File: src/sorted_rate_table_nearest_unit_macros.svh
// Assertion macros used by the sorted rate table datapath.
`ifndef SORTED_RATE_TABLE_NEAREST_UNIT_MACROS_SVH
`define SORTED_RATE_TABLE_NEAREST_UNIT_MACROS_SVH

// Same-cycle implication, sampled on clk, off during rst.
`define SRTN_CHECK(label, ante, cons) \
  label: assert property (@(posedge clk) disable iff (rst) (ante) |-> (cons)) \
    else $error("srtn: same-cycle check failed");

// Next-cycle implication, sampled on clk, off during rst.
`define SRTN_CHECK_NEXT(label, ante, cons) \
  label: assert property (@(posedge clk) disable iff (rst) (ante) |=> (cons)) \
    else $error("srtn: next-cycle check failed");

`endif

File: src/srtn_pkg.sv
// Shared constants, codes and types of the sorted rate table.
package srtn_pkg;

  localparam int DEPTH     = 16;
  localparam int IDX_W     = $clog2(DEPTH);
  localparam int CNT_W     = $clog2(DEPTH + 1);
  localparam int RATE_W    = 20;
  localparam int BYTE_W    = 8;
  localparam int STAT_W    = 2;
  localparam int OUT_IDX_W = 4;
  localparam int OUT_TOT_W = 5;

  localparam logic FUNC_INSERT = 1'b0;
  localparam logic FUNC_SEARCH = 1'b1;

  localparam logic [STAT_W-1:0] ST_OK    = 2'd0;
  localparam logic [STAT_W-1:0] ST_FULL  = 2'd1;
  localparam logic [STAT_W-1:0] ST_EMPTY = 2'd2;

  typedef struct packed {
    logic [RATE_W-1:0]        rate;
    logic [BYTE_W-1:0]        clock;
    logic [BYTE_W-1:0]        prediv;
    logic signed [BYTE_W-1:0] old_prediv;
    logic [BYTE_W-1:0]        gpio;
  } entry_t;

  typedef struct packed {
    logic [STAT_W-1:0]    status;
    logic [OUT_IDX_W-1:0] idx;
    entry_t               entry;
    logic [OUT_TOT_W-1:0] total;
  } result_t;

  // Controller to datapath
  typedef struct packed {
    logic load;
    logic ins_shift;
    logic ins_put;
    logic srch_adv;
    logic hit_prev;
    logic hit_cur;
    logic res_full;
    logic res_empty;
    logic emit;
  } ctrl_cmd_t;

  // Datapath to controller
  typedef struct packed {
    logic accept;
    logic in_func;
    logic count_zero;
    logic count_full;
    logic ptr_zero;
    logic ptr_last;
    logic rate_gt;
    logic rate_ge_mid;
    logic out_free;
  } dp_status_t;

endpackage

File: src/srtn_if.sv
// Request and response channel interfaces of the sorted rate table.
interface srtn_req_if;
  logic                               valid;
  logic                               ready;
  logic                               func;
  logic [srtn_pkg::RATE_W-1:0]        rate_hz;
  logic [srtn_pkg::BYTE_W-1:0]        clock_source;
  logic [srtn_pkg::BYTE_W-1:0]        predivider;
  logic signed [srtn_pkg::BYTE_W-1:0] old_predivider;
  logic [srtn_pkg::BYTE_W-1:0]        gpio_value;

  modport source (output valid, func, rate_hz, clock_source, predivider, old_predivider,
                  gpio_value, input ready);
  modport sink (input valid, func, rate_hz, clock_source, predivider, old_predivider,
                gpio_value, output ready);
endinterface

interface srtn_rsp_if;
  logic                                valid;
  logic                                ready;
  logic [srtn_pkg::STAT_W-1:0]         status;
  logic [srtn_pkg::OUT_IDX_W-1:0]      entry_index;
  logic [srtn_pkg::RATE_W-1:0]         found_rate;
  logic [srtn_pkg::BYTE_W-1:0]         found_clock;
  logic [srtn_pkg::BYTE_W-1:0]         found_prediv;
  logic signed [srtn_pkg::BYTE_W-1:0]  found_old_prediv;
  logic [srtn_pkg::BYTE_W-1:0]         found_gpio;
  logic [srtn_pkg::OUT_TOT_W-1:0]      entry_total;

  modport source (output valid, status, entry_index, found_rate, found_clock, found_prediv,
                  found_old_prediv, found_gpio, entry_total, input ready);
  modport sink (input valid, status, entry_index, found_rate, found_clock, found_prediv,
                found_old_prediv, found_gpio, entry_total, output ready);
endinterface

File: src/srtn_ctrl.sv
// Sequencer of the sorted rate table: insert walk, search walk, result hand-off.
module srtn_ctrl (
  input  logic                 clk,
  input  logic                 rst,
  input  srtn_pkg::dp_status_t status,
  output srtn_pkg::ctrl_cmd_t  cmd,
  output logic                 idle
);

  typedef enum logic [3:0] {
    S_IDLE = 4'b0001,
    S_INS  = 4'b0010,
    S_SRCH = 4'b0100,
    S_FIN  = 4'b1000
  } state_t;

  state_t state, state_next;

  assign idle = (state == S_IDLE);

  always_comb begin
    cmd        = '0;
    state_next = state;
    case (state)
      S_IDLE: begin
        if (status.accept) begin
          cmd.load = 1'b1;
          if (status.in_func == srtn_pkg::FUNC_INSERT) begin
            if (status.count_full) begin
              cmd.res_full = 1'b1;
              state_next   = S_FIN;
            end else begin
              state_next = S_INS;
            end
          end else if (status.count_zero) begin
            cmd.res_empty = 1'b1;
            state_next    = S_FIN;
          end else begin
            state_next = S_SRCH;
          end
        end
      end
      S_INS: begin
        // move lower-rate entries down until the slot is found
        if (status.ptr_zero || !status.rate_gt) begin
          cmd.ins_put = 1'b1;
          state_next  = S_FIN;
        end else begin
          cmd.ins_shift = 1'b1;
        end
      end
      S_SRCH: begin
        if (!status.ptr_zero && status.rate_ge_mid) begin
          cmd.hit_prev = 1'b1;
          state_next   = S_FIN;
        end else if (status.ptr_last) begin
          cmd.hit_cur = 1'b1;
          state_next  = S_FIN;
        end else begin
          cmd.srch_adv = 1'b1;
        end
      end
      S_FIN: begin
        if (status.out_free) begin
          cmd.emit   = 1'b1;
          state_next = S_IDLE;
        end
      end
      default: begin
        state_next = S_IDLE;
      end
    endcase
  end

  always_ff @(posedge clk) begin
    if (rst) begin
      state <= S_IDLE;
    end else begin
      state <= state_next;
    end
  end

endmodule

File: src/srtn_dp.sv
// Datapath of the sorted rate table: entry memory, walk pointer, result and output words.
`include "sorted_rate_table_nearest_unit_macros.svh"

module srtn_dp (
  input  logic                 clk,
  input  logic                 rst,
  input  srtn_pkg::ctrl_cmd_t  cmd,
  input  logic                 idle,
  output srtn_pkg::dp_status_t status,
  srtn_req_if.sink             req,
  srtn_rsp_if.source           rsp
);

  srtn_pkg::entry_t mem [srtn_pkg::DEPTH];
  srtn_pkg::entry_t rd;
  srtn_pkg::entry_t prev;
  srtn_pkg::entry_t item;
  srtn_pkg::result_t res;
  srtn_pkg::result_t out_word;
  logic out_valid;

  logic [srtn_pkg::CNT_W-1:0] count;
  logic [srtn_pkg::CNT_W-1:0] count_inc;
  logic [srtn_pkg::CNT_W-1:0] ptr;
  logic [srtn_pkg::CNT_W-1:0] rd_addr_full;
  logic [srtn_pkg::IDX_W-1:0] rd_addr;
  logic [srtn_pkg::RATE_W:0]  mid_sum;
  logic                       accept;

  // hold ready low through reset so no word is taken and lost
  assign req.ready = idle && !rst;
  assign accept    = req.valid && idle && !rst;
  assign count_inc = count + 1'b1;
  assign mid_sum   = {1'b0, prev.rate} + {1'b0, rd.rate};

  always_comb begin
    rd_addr_full = '0;
    if (cmd.load) begin
      if (req.func == srtn_pkg::FUNC_INSERT && count != '0) begin
        rd_addr_full = count - 1'b1;
      end
    end else if (cmd.ins_shift) begin
      if (ptr > 2'd1) begin
        rd_addr_full = ptr - 2'd2;
      end
    end else if (cmd.srch_adv) begin
      rd_addr_full = ptr + 1'b1;
    end
  end
  assign rd_addr = rd_addr_full[srtn_pkg::IDX_W-1:0];

  assign status.accept      = accept;
  assign status.in_func     = req.func;
  assign status.count_zero  = (count == '0);
  assign status.count_full  = (count == srtn_pkg::CNT_W'(srtn_pkg::DEPTH));
  assign status.ptr_zero    = (ptr == '0);
  assign status.ptr_last    = (ptr == count - 1'b1);
  assign status.rate_gt     = (item.rate > rd.rate);
  assign status.rate_ge_mid = (item.rate >= mid_sum[srtn_pkg::RATE_W:1]);
  assign status.out_free    = !out_valid || rsp.ready;

  // entry memory: one write, one registered read per cycle
  always_ff @(posedge clk) begin
    if (cmd.ins_shift) begin
      mem[ptr[srtn_pkg::IDX_W-1:0]] <= rd;
    end else if (cmd.ins_put) begin
      mem[ptr[srtn_pkg::IDX_W-1:0]] <= item;
    end
    rd <= mem[rd_addr];
  end

  always_ff @(posedge clk) begin
    if (cmd.load) begin
      item.rate       <= req.rate_hz;
      item.clock      <= req.clock_source;
      item.prediv     <= req.predivider;
      item.old_prediv <= req.old_predivider;
      item.gpio       <= req.gpio_value;
      ptr             <= (req.func == srtn_pkg::FUNC_SEARCH) ? '0 : count;
    end else if (cmd.ins_shift) begin
      ptr <= ptr - 1'b1;
    end else if (cmd.srch_adv) begin
      ptr <= ptr + 1'b1;
    end
    if (cmd.srch_adv) begin
      prev <= rd;
    end
  end

  always_ff @(posedge clk) begin
    if (rst) begin
      count <= '0;
    end else if (cmd.ins_put) begin
      count <= count_inc;
    end
  end

  // stage the result word
  always_ff @(posedge clk) begin
    if (cmd.res_full || cmd.res_empty) begin
      res.status <= cmd.res_full ? srtn_pkg::ST_FULL : srtn_pkg::ST_EMPTY;
      res.idx    <= '0;
      res.entry  <= '0;
      res.total  <= srtn_pkg::OUT_TOT_W'(count);
    end else if (cmd.ins_put) begin
      res.status <= srtn_pkg::ST_OK;
      res.idx    <= srtn_pkg::OUT_IDX_W'(ptr);
      res.entry  <= '0;
      res.total  <= srtn_pkg::OUT_TOT_W'(count_inc);
    end else if (cmd.hit_prev) begin
      res.status <= srtn_pkg::ST_OK;
      res.idx    <= srtn_pkg::OUT_IDX_W'(ptr - 1'b1);
      res.entry  <= prev;
      res.total  <= srtn_pkg::OUT_TOT_W'(count);
    end else if (cmd.hit_cur) begin
      res.status <= srtn_pkg::ST_OK;
      res.idx    <= srtn_pkg::OUT_IDX_W'(ptr);
      res.entry  <= rd;
      res.total  <= srtn_pkg::OUT_TOT_W'(count);
    end
  end

  // output word register
  always_ff @(posedge clk) begin
    if (rst) begin
      out_valid <= 1'b0;
    end else if (cmd.emit) begin
      out_valid <= 1'b1;
    end else if (rsp.ready) begin
      out_valid <= 1'b0;
    end
    if (cmd.emit) begin
      out_word <= res;
    end
  end

  assign rsp.valid            = out_valid;
  assign rsp.status           = out_word.status;
  assign rsp.entry_index      = out_word.idx;
  assign rsp.found_rate       = out_word.entry.rate;
  assign rsp.found_clock      = out_word.entry.clock;
  assign rsp.found_prediv     = out_word.entry.prediv;
  assign rsp.found_old_prediv = out_word.entry.old_prediv;
  assign rsp.found_gpio       = out_word.entry.gpio;
  assign rsp.entry_total      = out_word.total;

  `SRTN_CHECK_NEXT(a_count_step, cmd.ins_put, count == $past(count_inc))
  `SRTN_CHECK(a_shift_in_range, cmd.ins_shift, !status.ptr_zero && !status.count_full)
  `SRTN_CHECK(a_full_only_when_full, cmd.res_full, status.count_full)
  `SRTN_CHECK_NEXT(a_emit_shows, cmd.emit, out_valid)

endmodule

File: src/sorted_rate_table_nearest_unit.sv
// Sorted rate table with nearest-rate search: one request word in, one result word out.
// Insert: accept, shift-and-place walk, hand-off; when full: accept, then hand-off.
// Search: accept, a walk over up to entry_count entries, then hand-off.
// The walk reads one entry per cycle from the single-read-port entry memory.
// One request in flight; a new one is taken while the last result word waits.
// Synchronous reset empties the table, drops any pending result word and holds ready low.
module sorted_rate_table_nearest_unit (
  input  logic       clk,
  input  logic       rst,
  srtn_req_if.sink   req,
  srtn_rsp_if.source rsp
);

  srtn_pkg::ctrl_cmd_t  cmd;
  srtn_pkg::dp_status_t status;
  logic                 idle;

  // Sequencer: decides full/empty at accept, then walks the table.
  // Insert walks from the tail up, moving each lower-rate entry down one slot,
  // and drops the new entry where the walk stops. Search walks from the head,
  // comparing the wanted rate to the midpoint of each neighbor pair.
  srtn_ctrl u_ctrl (
    .clk    (clk),
    .rst    (rst),
    .status (status),
    .cmd    (cmd),
    .idle   (idle)
  );

  // Datapath: entry memory, walk pointer, previous-entry hold, result staging
  // and the output word register that frees the sequencer while a word waits.
  srtn_dp u_dp (
    .clk    (clk),
    .rst    (rst),
    .cmd    (cmd),
    .idle   (idle),
    .status (status),
    .req    (req),
    .rsp    (rsp)
  );

endmodule
File: src/flat_wrapper.sv
// flat-port wrapper written by rule: the top's interface ports become plain ports
module sorted_rate_table_nearest_unit_flat 
  (clk, rst, req_valid, req_func, req_rate_hz, req_clock_source, req_predivider, req_old_predivider, req_gpio_value, req_ready, rsp_valid, rsp_status, rsp_entry_index, rsp_found_rate, rsp_found_clock, rsp_found_prediv, rsp_found_old_prediv, rsp_found_gpio, rsp_entry_total, rsp_ready);
  srtn_req_if req_i ();
  srtn_rsp_if rsp_i ();
  input  logic clk;
  input  logic rst;
  input wire logic [$bits(req_i.valid)-1:0] req_valid;
  input wire logic [$bits(req_i.func)-1:0] req_func;
  input wire logic [$bits(req_i.rate_hz)-1:0] req_rate_hz;
  input wire logic [$bits(req_i.clock_source)-1:0] req_clock_source;
  input wire logic [$bits(req_i.predivider)-1:0] req_predivider;
  input wire logic [$bits(req_i.old_predivider)-1:0] req_old_predivider;
  input wire logic [$bits(req_i.gpio_value)-1:0] req_gpio_value;
  output wire logic [$bits(req_i.ready)-1:0] req_ready;
  output wire logic [$bits(rsp_i.valid)-1:0] rsp_valid;
  output wire logic [$bits(rsp_i.status)-1:0] rsp_status;
  output wire logic [$bits(rsp_i.entry_index)-1:0] rsp_entry_index;
  output wire logic [$bits(rsp_i.found_rate)-1:0] rsp_found_rate;
  output wire logic [$bits(rsp_i.found_clock)-1:0] rsp_found_clock;
  output wire logic [$bits(rsp_i.found_prediv)-1:0] rsp_found_prediv;
  output wire logic [$bits(rsp_i.found_old_prediv)-1:0] rsp_found_old_prediv;
  output wire logic [$bits(rsp_i.found_gpio)-1:0] rsp_found_gpio;
  output wire logic [$bits(rsp_i.entry_total)-1:0] rsp_entry_total;
  input wire logic [$bits(rsp_i.ready)-1:0] rsp_ready;
  assign req_i.valid = req_valid;
  assign req_i.func = req_func;
  assign req_i.rate_hz = req_rate_hz;
  assign req_i.clock_source = req_clock_source;
  assign req_i.predivider = req_predivider;
  assign req_i.old_predivider = req_old_predivider;
  assign req_i.gpio_value = req_gpio_value;
  assign req_ready = req_i.ready;
  assign rsp_valid = rsp_i.valid;
  assign rsp_status = rsp_i.status;
  assign rsp_entry_index = rsp_i.entry_index;
  assign rsp_found_rate = rsp_i.found_rate;
  assign rsp_found_clock = rsp_i.found_clock;
  assign rsp_found_prediv = rsp_i.found_prediv;
  assign rsp_found_old_prediv = rsp_i.found_old_prediv;
  assign rsp_found_gpio = rsp_i.found_gpio;
  assign rsp_entry_total = rsp_i.entry_total;
  assign rsp_i.ready = rsp_ready;
  sorted_rate_table_nearest_unit u_core (.clk(clk), .rst(rst), .req(req_i), .rsp(rsp_i));
endmodule
File: config.mk
export PLATFORM = sky130hd
export DESIGN_NAME = sorted_rate_table_nearest_unit_flat
export DESIGN_NICKNAME = d
export VERILOG_FILES = /design/src/srtn_pkg.sv /design/src/srtn_if.sv /design/src/srtn_ctrl.sv /design/src/srtn_dp.sv /design/src/sorted_rate_table_nearest_unit.sv /design/src/flat_wrapper.sv
export VERILOG_INCLUDE_DIRS = /design/src /design/src/src
export SDC_FILE = /design/constraint.sdc
export NUM_CORES = 1
export LEC_CHECK = 0
export ABC_CLOCK_PERIOD_IN_PS = 7600
export BUFFER_PORTS_ARGS = -buffer_cell sky130_fd_sc_hd__buf_4
export CORE_MARGIN = 4
export CORE_UTILIZATION = 30
export CTS_BUF_LIST = sky130_fd_sc_hd__clkbuf_4 sky130_fd_sc_hd__clkbuf_8
export CTS_CLUSTER_DIAMETER = 80
export CTS_CLUSTER_SIZE = 10
export DETAILED_ROUTE_END_ITERATION = 8
export GPL_TIMING_DRIVEN = 0
export PLACE_DENSITY = 0.44
export SYNTH_ARGS = -nofsm -noshare
export SYNTH_HDL_FRONTEND = slang
export SYNTH_SLANG_ARGS = --single-unit
File: constraint.sdc
create_clock -name clk -period 7.6 [get_ports clk]
set_input_delay 1.14 -clock clk [delete_from_list [all_inputs] [get_ports clk]]
set_output_delay 1.14 -clock clk [all_outputs]
set_load 0.005 [all_outputs]
==> results.sh, run 1 <==
export IMPL_core_um2=151700
export IMPL_r2r_start="u_core.u_dp.rd[33]"
export IMPL_crit_fanout=10
export IMPL_htree_levels=4
export IMPL_pin_count=122
export IMPL_required_ns=8.28
export IMPL_root_buffer="clkbuf_8"
export IMPL_clock_power_share=0.386
export IMPL_first_global_vias=28700
export IMPL_cts_clk_slew_worst_paths_ns=0.08
export IMPL_synth_area_top_cells="edfxtp_1, dfxtp_1, a2111oi_0"
export IMPL_final_core_util=0.3499
export IMPL_die_h_um=398.4
export IMPL_worstSetupStartpointType="flop"
export IMPL_yosysTopAreaCell="edfxtp_1"
export IMPL_ys_seq_area_frac=0.7155
export IMPL_total_power_w=0.01130
export IMPL_cts_sinks=1129
export IMPL_fp_dieW_um=398.4
export IMPL_routed_via_density=5.099
export IMPL_path_buf_inv=5
export IMPL_overflow=0
export IMPL_finalCritPeriodShare=0.9376
export IMPL_vias=28040
export IMPL_rsz0062_at_grt="no"
export IMPL_firstDrtPassIters=5
export IMPL_drtIter0Drc=2117
export IMPL_drt_met1_wl_um=62240
export IMPL_area_growth_pct=16.09
export IMPL_final_hold_viol_count=0
export IMPL_cts_tree="done"
export IMPL_hold_slack_ns=0.4203
export IMPL_cts_buffers=132
export IMPL_setup_viol=0
export IMPL_cts_max_path_buffers=3
export IMPL_synth_nets=3176
export IMPL_netSwitchingFraction=0.2131
export IMPL_arrival_ns=7.81
export IMPL_grt_max_degree=34
export IMPL_start_util=0.3014
export IMPL_min_period_ns=7.126
export IMPL_die_area_um2=158700
export IMPL_yosys_cell_types_count=78
export IMPL_startpoint="u_core.u_dp.rd[33]"
export IMPL_post_route_drc_count=0
export IMPL_grt_pass1_wl_um=202800
export IMPL_skew_ns=0.04016
export IMPL_fillers=14920
export IMPL_rrSetupSlack_ns=0.47
export IMPL_drive_above_1_share=0.1961
export IMPL_ys_ff_latch=1129
export IMPL_numPortBuffers=120
export IMPL_ant_nets=0
export IMPL_powerDensity_nw_per_um2=212.9
export IMPL_p_comb_frac=0.019
export IMPL_tightestPinTransition_ns=1.181
export IMPL_grt_usage=0.1739
export IMPL_met3WireLength_um=7263
export IMPL_slew_viol_final=0
export IMPL_synth_top_area_share=0.6639
export IMPL_highest_layer="met4"
export IMPL_syn_area_um2=45730
export IMPL_rows=143
export IMPL_power_leakage_nw=16.98
export IMPL_max_cap_viol_count=0
export IMPL_cp_end_kind="flop"
export IMPL_placedInstanceArea_um2=50230
export IMPL_synthArstFlopShare=0
export IMPL_cp_top_family="compound AO/OA/AOI/OAI gates"
export IMPL_hp_start="u_core.u_dp.res[2]"
export IMPL_stdcell_area_um2=53090
export IMPL_cp_slowest_cell="a2111oi_1"
export IMPL_pwr_share_seq=0.596
export IMPL_place_congestion=0.7783
export IMPL_antenna_found_initial=5
export IMPL_wl_met2_um=66920
export IMPL_vdd_drop_max_mv=0.1289
export IMPL_synth_ff_type="edfxtp_1"
export IMPL_synthCells=3049
export IMPL_synth_edff_count=1011
export IMPL_clk_latency_ns=0.88
export IMPL_syn_area_per_cell_um2=15.00
export IMPL_switchingPower_w=0.002408
export IMPL_yosys_warnings=0
export IMPL_status="complete, no violations"
export IMPL_routed_wl_um=139500
export IMPL_fin_nets=3495
export IMPL_slowest_delay_ns=0.82
export IMPL_slew_headroom=0.2016
export IMPL_max_freq_mhz=140.3
export IMPL_p_int_w=0.008895
export IMPL_wire_per_inst_um=25.37
export IMPL_min_path_type="reg2reg"
export IMPL_dp_hpwl_um=95620
export IMPL_path_class="reg2reg"
==> registers in the layout (all words and copies together) (netlist names), 8 cells and up <==
signal                            count
u_core.u_dp.item                     52
u_core.u_dp.res                      63
u_core.u_dp.rsp.found_prediv          8
u_core.u_dp.mem                     832
u_core.u_dp.rsp.found_gpio            8
u_core.u_dp.rsp.found_clock           8
u_core.u_dp.prev                     52
u_core.u_dp.rsp.found_old_prediv      8
u_core.u_dp.rd                       52
u_core.u_dp.rsp.found_rate           20
==> synth_stat cells (12+ instances only) <==
cell          n
edfxtp_1   1011
o21ai_0     198
a21oi_1     185
a2111oi_0   177
nand3_1     166
nand2_1     158
clkbuf_1    136
dfxtp_1     118
mux2i_1     108
mux2_2       85
buf_2        74
ha_1         69
and3_1       54
o211ai_1     53
o22a_1       53
a22o_1       52
o2bb2ai_1    52
nor2_1       48
inv_1        38
xnor2_1      22
a2111oi_1    19
xor2_1       16
a2111oi_2    13
buf_1        12
==> power groups by stage <==
stage	combinational (W)	clock (W)	sequential, W
2_1_floorplan	0.000110	0	0.00686
3_3_place_gp	0.000208	0	0.00688
3_5_place_dp	0.000218	0	0.00687
4_1_cts	0.000220	0.00451	0.00673
5_1_grt	0.000237	0.00476	0.00673
6_report	0.000213	0.00436	0.00673
==> layout by cell type (no fill, tap or decap), types with 37 or more instances in the layout <==
cell type | synthesis | layout
o21ai_0 | 198 | 179
clkbuf_8 | 0 | 139
mux2_2 | 85 | 85
buf_4 | 7 | 150
nand2_1 | 158 | 157
buf_12 | 0 | 37
edfxtp_1 | 1011 | 1011
nand3_1 | 166 | 166
and3_1 | 54 | 54
a2111oi_0 | 177 | 157
dfxtp_1 | 118 | 118
a21oi_1 | 185 | 185
ha_1 | 69 | 69
clkbuf_1 | 136 | 121
a22o_1 | 52 | 52
clkbuf_4 | 0 | 84
mux2i_1 | 108 | 108
o211ai_1 | 53 | 53
o2bb2ai_1 | 52 | 52
o22a_1 | 53 | 53
buf_2 | 74 | 73
inv_1 | 38 | 38
==> final timing paths <==
path,end,cells after the start
worst max-delay path,u_core.u_dp.rd[42],25
worst min-delay path,u_core.u_dp.rsp.entry_total[2],0
worst max register to register,u_core.u_dp.rd[42],25
worst min register to register,u_core.u_dp.rsp.entry_total[2],0
==> kinds of logic (layout without fill, tap and decap cells) <==
group,Yosys count,in the layout,synth area share
muxes,193,193,0.04457
AOI/OAI and AO/OA,847,847,0.1329
xor gates and xnor gates,39,39,0.007770
DFF,1129,1129,0.7155
buffers and inverters,276,695,0.02657
adders and majority gates,70,70,0.01932
and+or+nand+nor,495,495,0.05330
other,0,1,0
==> area by class of cell <==
cell class,instances,area [um2],share of cell area
flip-flops and latches,1129,32720,0.6164
multi-input cells,1644,12040,0.2267
well taps,2030,2540,0.04785
clock buffers,222,2536,0.04778
repair buffers,185,1909,0.03597
plain buffers,237,1095,0.02062
inverters,39,146.4,0.002758
clock inverters,12,98.84,0.001862
diodes,1,2.502,0.00004714
==> metal layers <==
metal  vias up  track usage
met5         -            0
met3       186      0.03418
li1      12770            -
met4         0      0.04912
met2       713       0.2877
met1     14370       0.2324
==> repair_timing <==
item | 4_1_cts | 5_1_grt
pin swaps | 4 | 0
buffers inserted | 7 | 0
endpoints found under the setup margin | 108 | 98
resized for setup | 26 | 36
hold buffers | 0 | 0
==> stage by stage <==
stage / setup WS (ns) / std cells / TNS [ns]
final: 0.4739 / 5499 / 0
after global routing: 0.02712 / 5499 / 0
after CTS: 0.004659 / 5498 / 0
after detailed placement: -1.791 / 5257 / -91.74
after global placement: -3.650 / 5199 / -294.48
after floorplan: 0.8772 / 3049 / 0
Note: power is estimated with default switching activity, not from simulation.
==> inputs of run 2 (changes only) <==
BUFFER_PORTS_ARGS = -buffer_cell sky130_fd_sc_hd__buf_2   (was -buffer_cell sky130_fd_sc_hd__buf_4)
==> run 2 against run 1 <==
Cell count about the same. Cell area down 0.58%. Power down 0.73%. Clock skew down 0.0025 ns. Hold slack worse by 0.0044 ns. Global-route usage down 0.14 points. Setup slack worse by 0.082 ns. First-iteration DRC count up 4.8%. Critical path type unchanged.
==> results.sh, run 2 (synthesis gave the netlist of run 1 again) <==
export IMPL_tightestPinTransition_ns=1.134
export IMPL_fin_setup_tns_ns=0
export IMPL_netSwitchingFraction=0.2146
export IMPL_powerDensity_nw_per_um2=212.6
export IMPL_fp_dieW_um=398.4
export IMPL_final_core_util=0.3479
export IMPL_cts_sinks=1129
export IMPL_required_ns=8.37
export IMPL_setup_viol=0
export IMPL_path_class="reg2reg"
export IMPL_pin_count=122
export IMPL_cts_clk_slew_worst_paths_ns=0.08
export IMPL_largest_register_ff_count=832
export IMPL_clk_latency_ns=0.86
export IMPL_grt_max_degree=34
export IMPL_slew_viol_final=0
export IMPL_slowest_delay_ns=0.87
export IMPL_grtUsageMet3=0.03108
export IMPL_worstPathCellList="ha_1 > nor2b_1 > o21ai_0 > a21boi_0 > o21a_1 > o311a_1 > or4_1 > a31o_2 > a21oi_1 > xor2_1 > ha_1 > a21oi_1 > o21ai_0 > a21oi_1 > o211ai_1 > buf_4 > a21boi_1 > clkbuf_1 > clkbuf_1 > o21ai_0 > a2111oi_0 > a2111oi_2 > o211ai_1"
export IMPL_final_cell_mix="edfxtp_1, buf_2, a21oi_1, o21ai_0, nand3_1"
export IMPL_routed_via_density=5.082
export IMPL_ant_nets=0
export IMPL_area_growth_pct=15.42
export IMPL_cp_end_kind="flop"
export IMPL_max_freq_mhz=138.7
export IMPL_fillers=14810
export IMPL_routed_wl_um=138400
export IMPL_min_to="u_core.u_dp.rsp.found_gpio[2]"
export IMPL_vias=27940
export IMPL_power_leakage_nw=16.83
export IMPL_grt_usage=0.1725
export IMPL_final_common_cell="edfxtp_1"
export IMPL_use_met2=0.2823
export IMPL_die_h_um=398.4
export IMPL_p_int_w=0.008812
export IMPL_numPortBuffers=120
export IMPL_fin_nets=3497
export IMPL_p_comb_frac=0.018
export IMPL_rrSetupSlack_ns=0.39
export IMPL_root_buffer="clkbuf_8"
export IMPL_dp_hpwl_um=95500
export IMPL_r2r_end="u_core.u_dp.rd[31]"
export IMPL_hp_start="u_core.u_dp.res[7]"
export IMPL_min_period_ns=7.208
export IMPL_drive_above_1_share=0.1939
export IMPL_drtIter0Drc=2218
export IMPL_worstSetupStartpointType="flop"
export IMPL_grt_pass1_wl_um=201100
export IMPL_r2r_start="u_core.u_dp.prev[34]"
export IMPL_vdd_drop_max_mv=0.1680
export IMPL_post_route_drc_count=0
export IMPL_slew_headroom=0.2242
export IMPL_place_congestion=0.7714
export IMPL_firstDrtPassIters=5
export IMPL_core_um2=151700
export IMPL_switchingPower_w=0.002409
export IMPL_rsz0062_at_grt="no"
export IMPL_cts_tree="done"
export IMPL_place_ws_ns=-1.641
export IMPL_ctsHoldBuffers=0
export IMPL_die_area_um2=158700
export IMPL_start_util=0.3014
export IMPL_grt_busiest_layer="met2"
export IMPL_use_met1=0.2342
export IMPL_finalCritPeriodShare=0.9485
export IMPL_rows=143
export IMPL_skew_ns=0.03769
export IMPL_status="complete, no violations"
export IMPL_final_hold_viol_count=0
export IMPL_min_path_type="reg2reg"
export IMPL_cp_slowest_cell="a2111oi_0"
export IMPL_pwr_share_seq=0.600
export IMPL_max_cap_viol_count=0
export IMPL_holdPathStages=0
export IMPL_htree_levels=4
export IMPL_reg2reg_depth=23
export IMPL_arrival_ns=7.98
export IMPL_wire_per_inst_um=25.18
export IMPL_antenna_found_initial=7
export IMPL_fin_ws_ns=0.3918
export IMPL_first_global_vias=28430
export IMPL_crit_fanout=10
export IMPL_overflow=0
export IMPL_cts_buffers=132
export IMPL_cts_max_path_buffers=3
export IMPL_clock_power_share=0.382
-- run 2: repair_timing --
item                                    in CTS  in global routing
resized for setup                           23                 35
setup buffers                                7                  3
pin swaps                                    3                  1
endpoints found under the setup margin     108                 98
-- run 2: per-stage QoR --
step	hold WS, ns	instance area (um2)	std cells	total power [W]
global route	0.3772	52770	5492	0.01164
CTS	0.3341	52640	5489	0.01139
detailed placement	0.4045	49960	5257	0.007082
floorplan	0.4003	45730	3049	0.006973
finish	0.4159	52780	5498	0.01122
global placement	0.4030	48870	5199	0.007077
-- run 2: power by group through the flow --
stage / Clock [W] / Combinational, W / Sequential (W)
floorplan: 0 / 0.000110 / 0.00686
global placement: 0 / 0.000199 / 0.00688
detailed placement: 0 / 0.000209 / 0.00687
CTS: 0.00445 / 0.000211 / 0.00673
global route: 0.00468 / 0.000228 / 0.00673
finish: 0.00428 / 0.000205 / 0.00673
-- run 2: final cells by class --
cell class	instances	area, um2	share of cell area
Inverter	39	146.4	0.002774
Clock buffer	212	2436	0.04616
Tap cell	2030	2540	0.04812
Multi-Input combinational cell	1644	12070	0.2287
Timing Repair Buffer	188	1660	0.03146
Buffer	236	1081	0.02048
Sequential cell	1129	32720	0.6200
Antenna cell	7	17.52	0.0003319
Clock inverter	13	108.9	0.002062
-- run 2: how the worst max path moves through the flow --
stage | startpoint | end | cells after the start
floorplan | u_core.u_dp.prev[33] | u_core.u_dp.rd[1] | 22
global placement | u_core.u_dp.prev[33] | u_core.u_dp.rd[11] | 23
detailed placement | u_core.u_dp.prev[33] | u_core.u_dp.rd[11] | 21
CTS | u_core.u_dp.prev[33] | u_core.u_dp.rd[45] | 25
global route | u_core.u_dp.prev[33] | u_core.u_dp.rd[42] | 24
finish | u_core.u_dp.prev[34] | u_core.u_dp.rd[31] | 23
-- run 2: routing by layer --
metal	vias to the layer above	wire [um]
met1	14280	62580
met5	-	0
met2	709	65560
met3	190	7065
met4	0	3229
li1	12770	-
-- run 2: worst max-delay path: cells and delay by family (launching register included) --
family                   cells  cell delay, ns
XOR/XNOR                     1            0.22
AND/OR/NAND/NOR              2            0.72
flip-flops                   1            0.39
buffers and inverters        3            1.27
AO/OA/AOI/OAI               15            3.90
adder cells (fa/ha/maj)      2            0.61
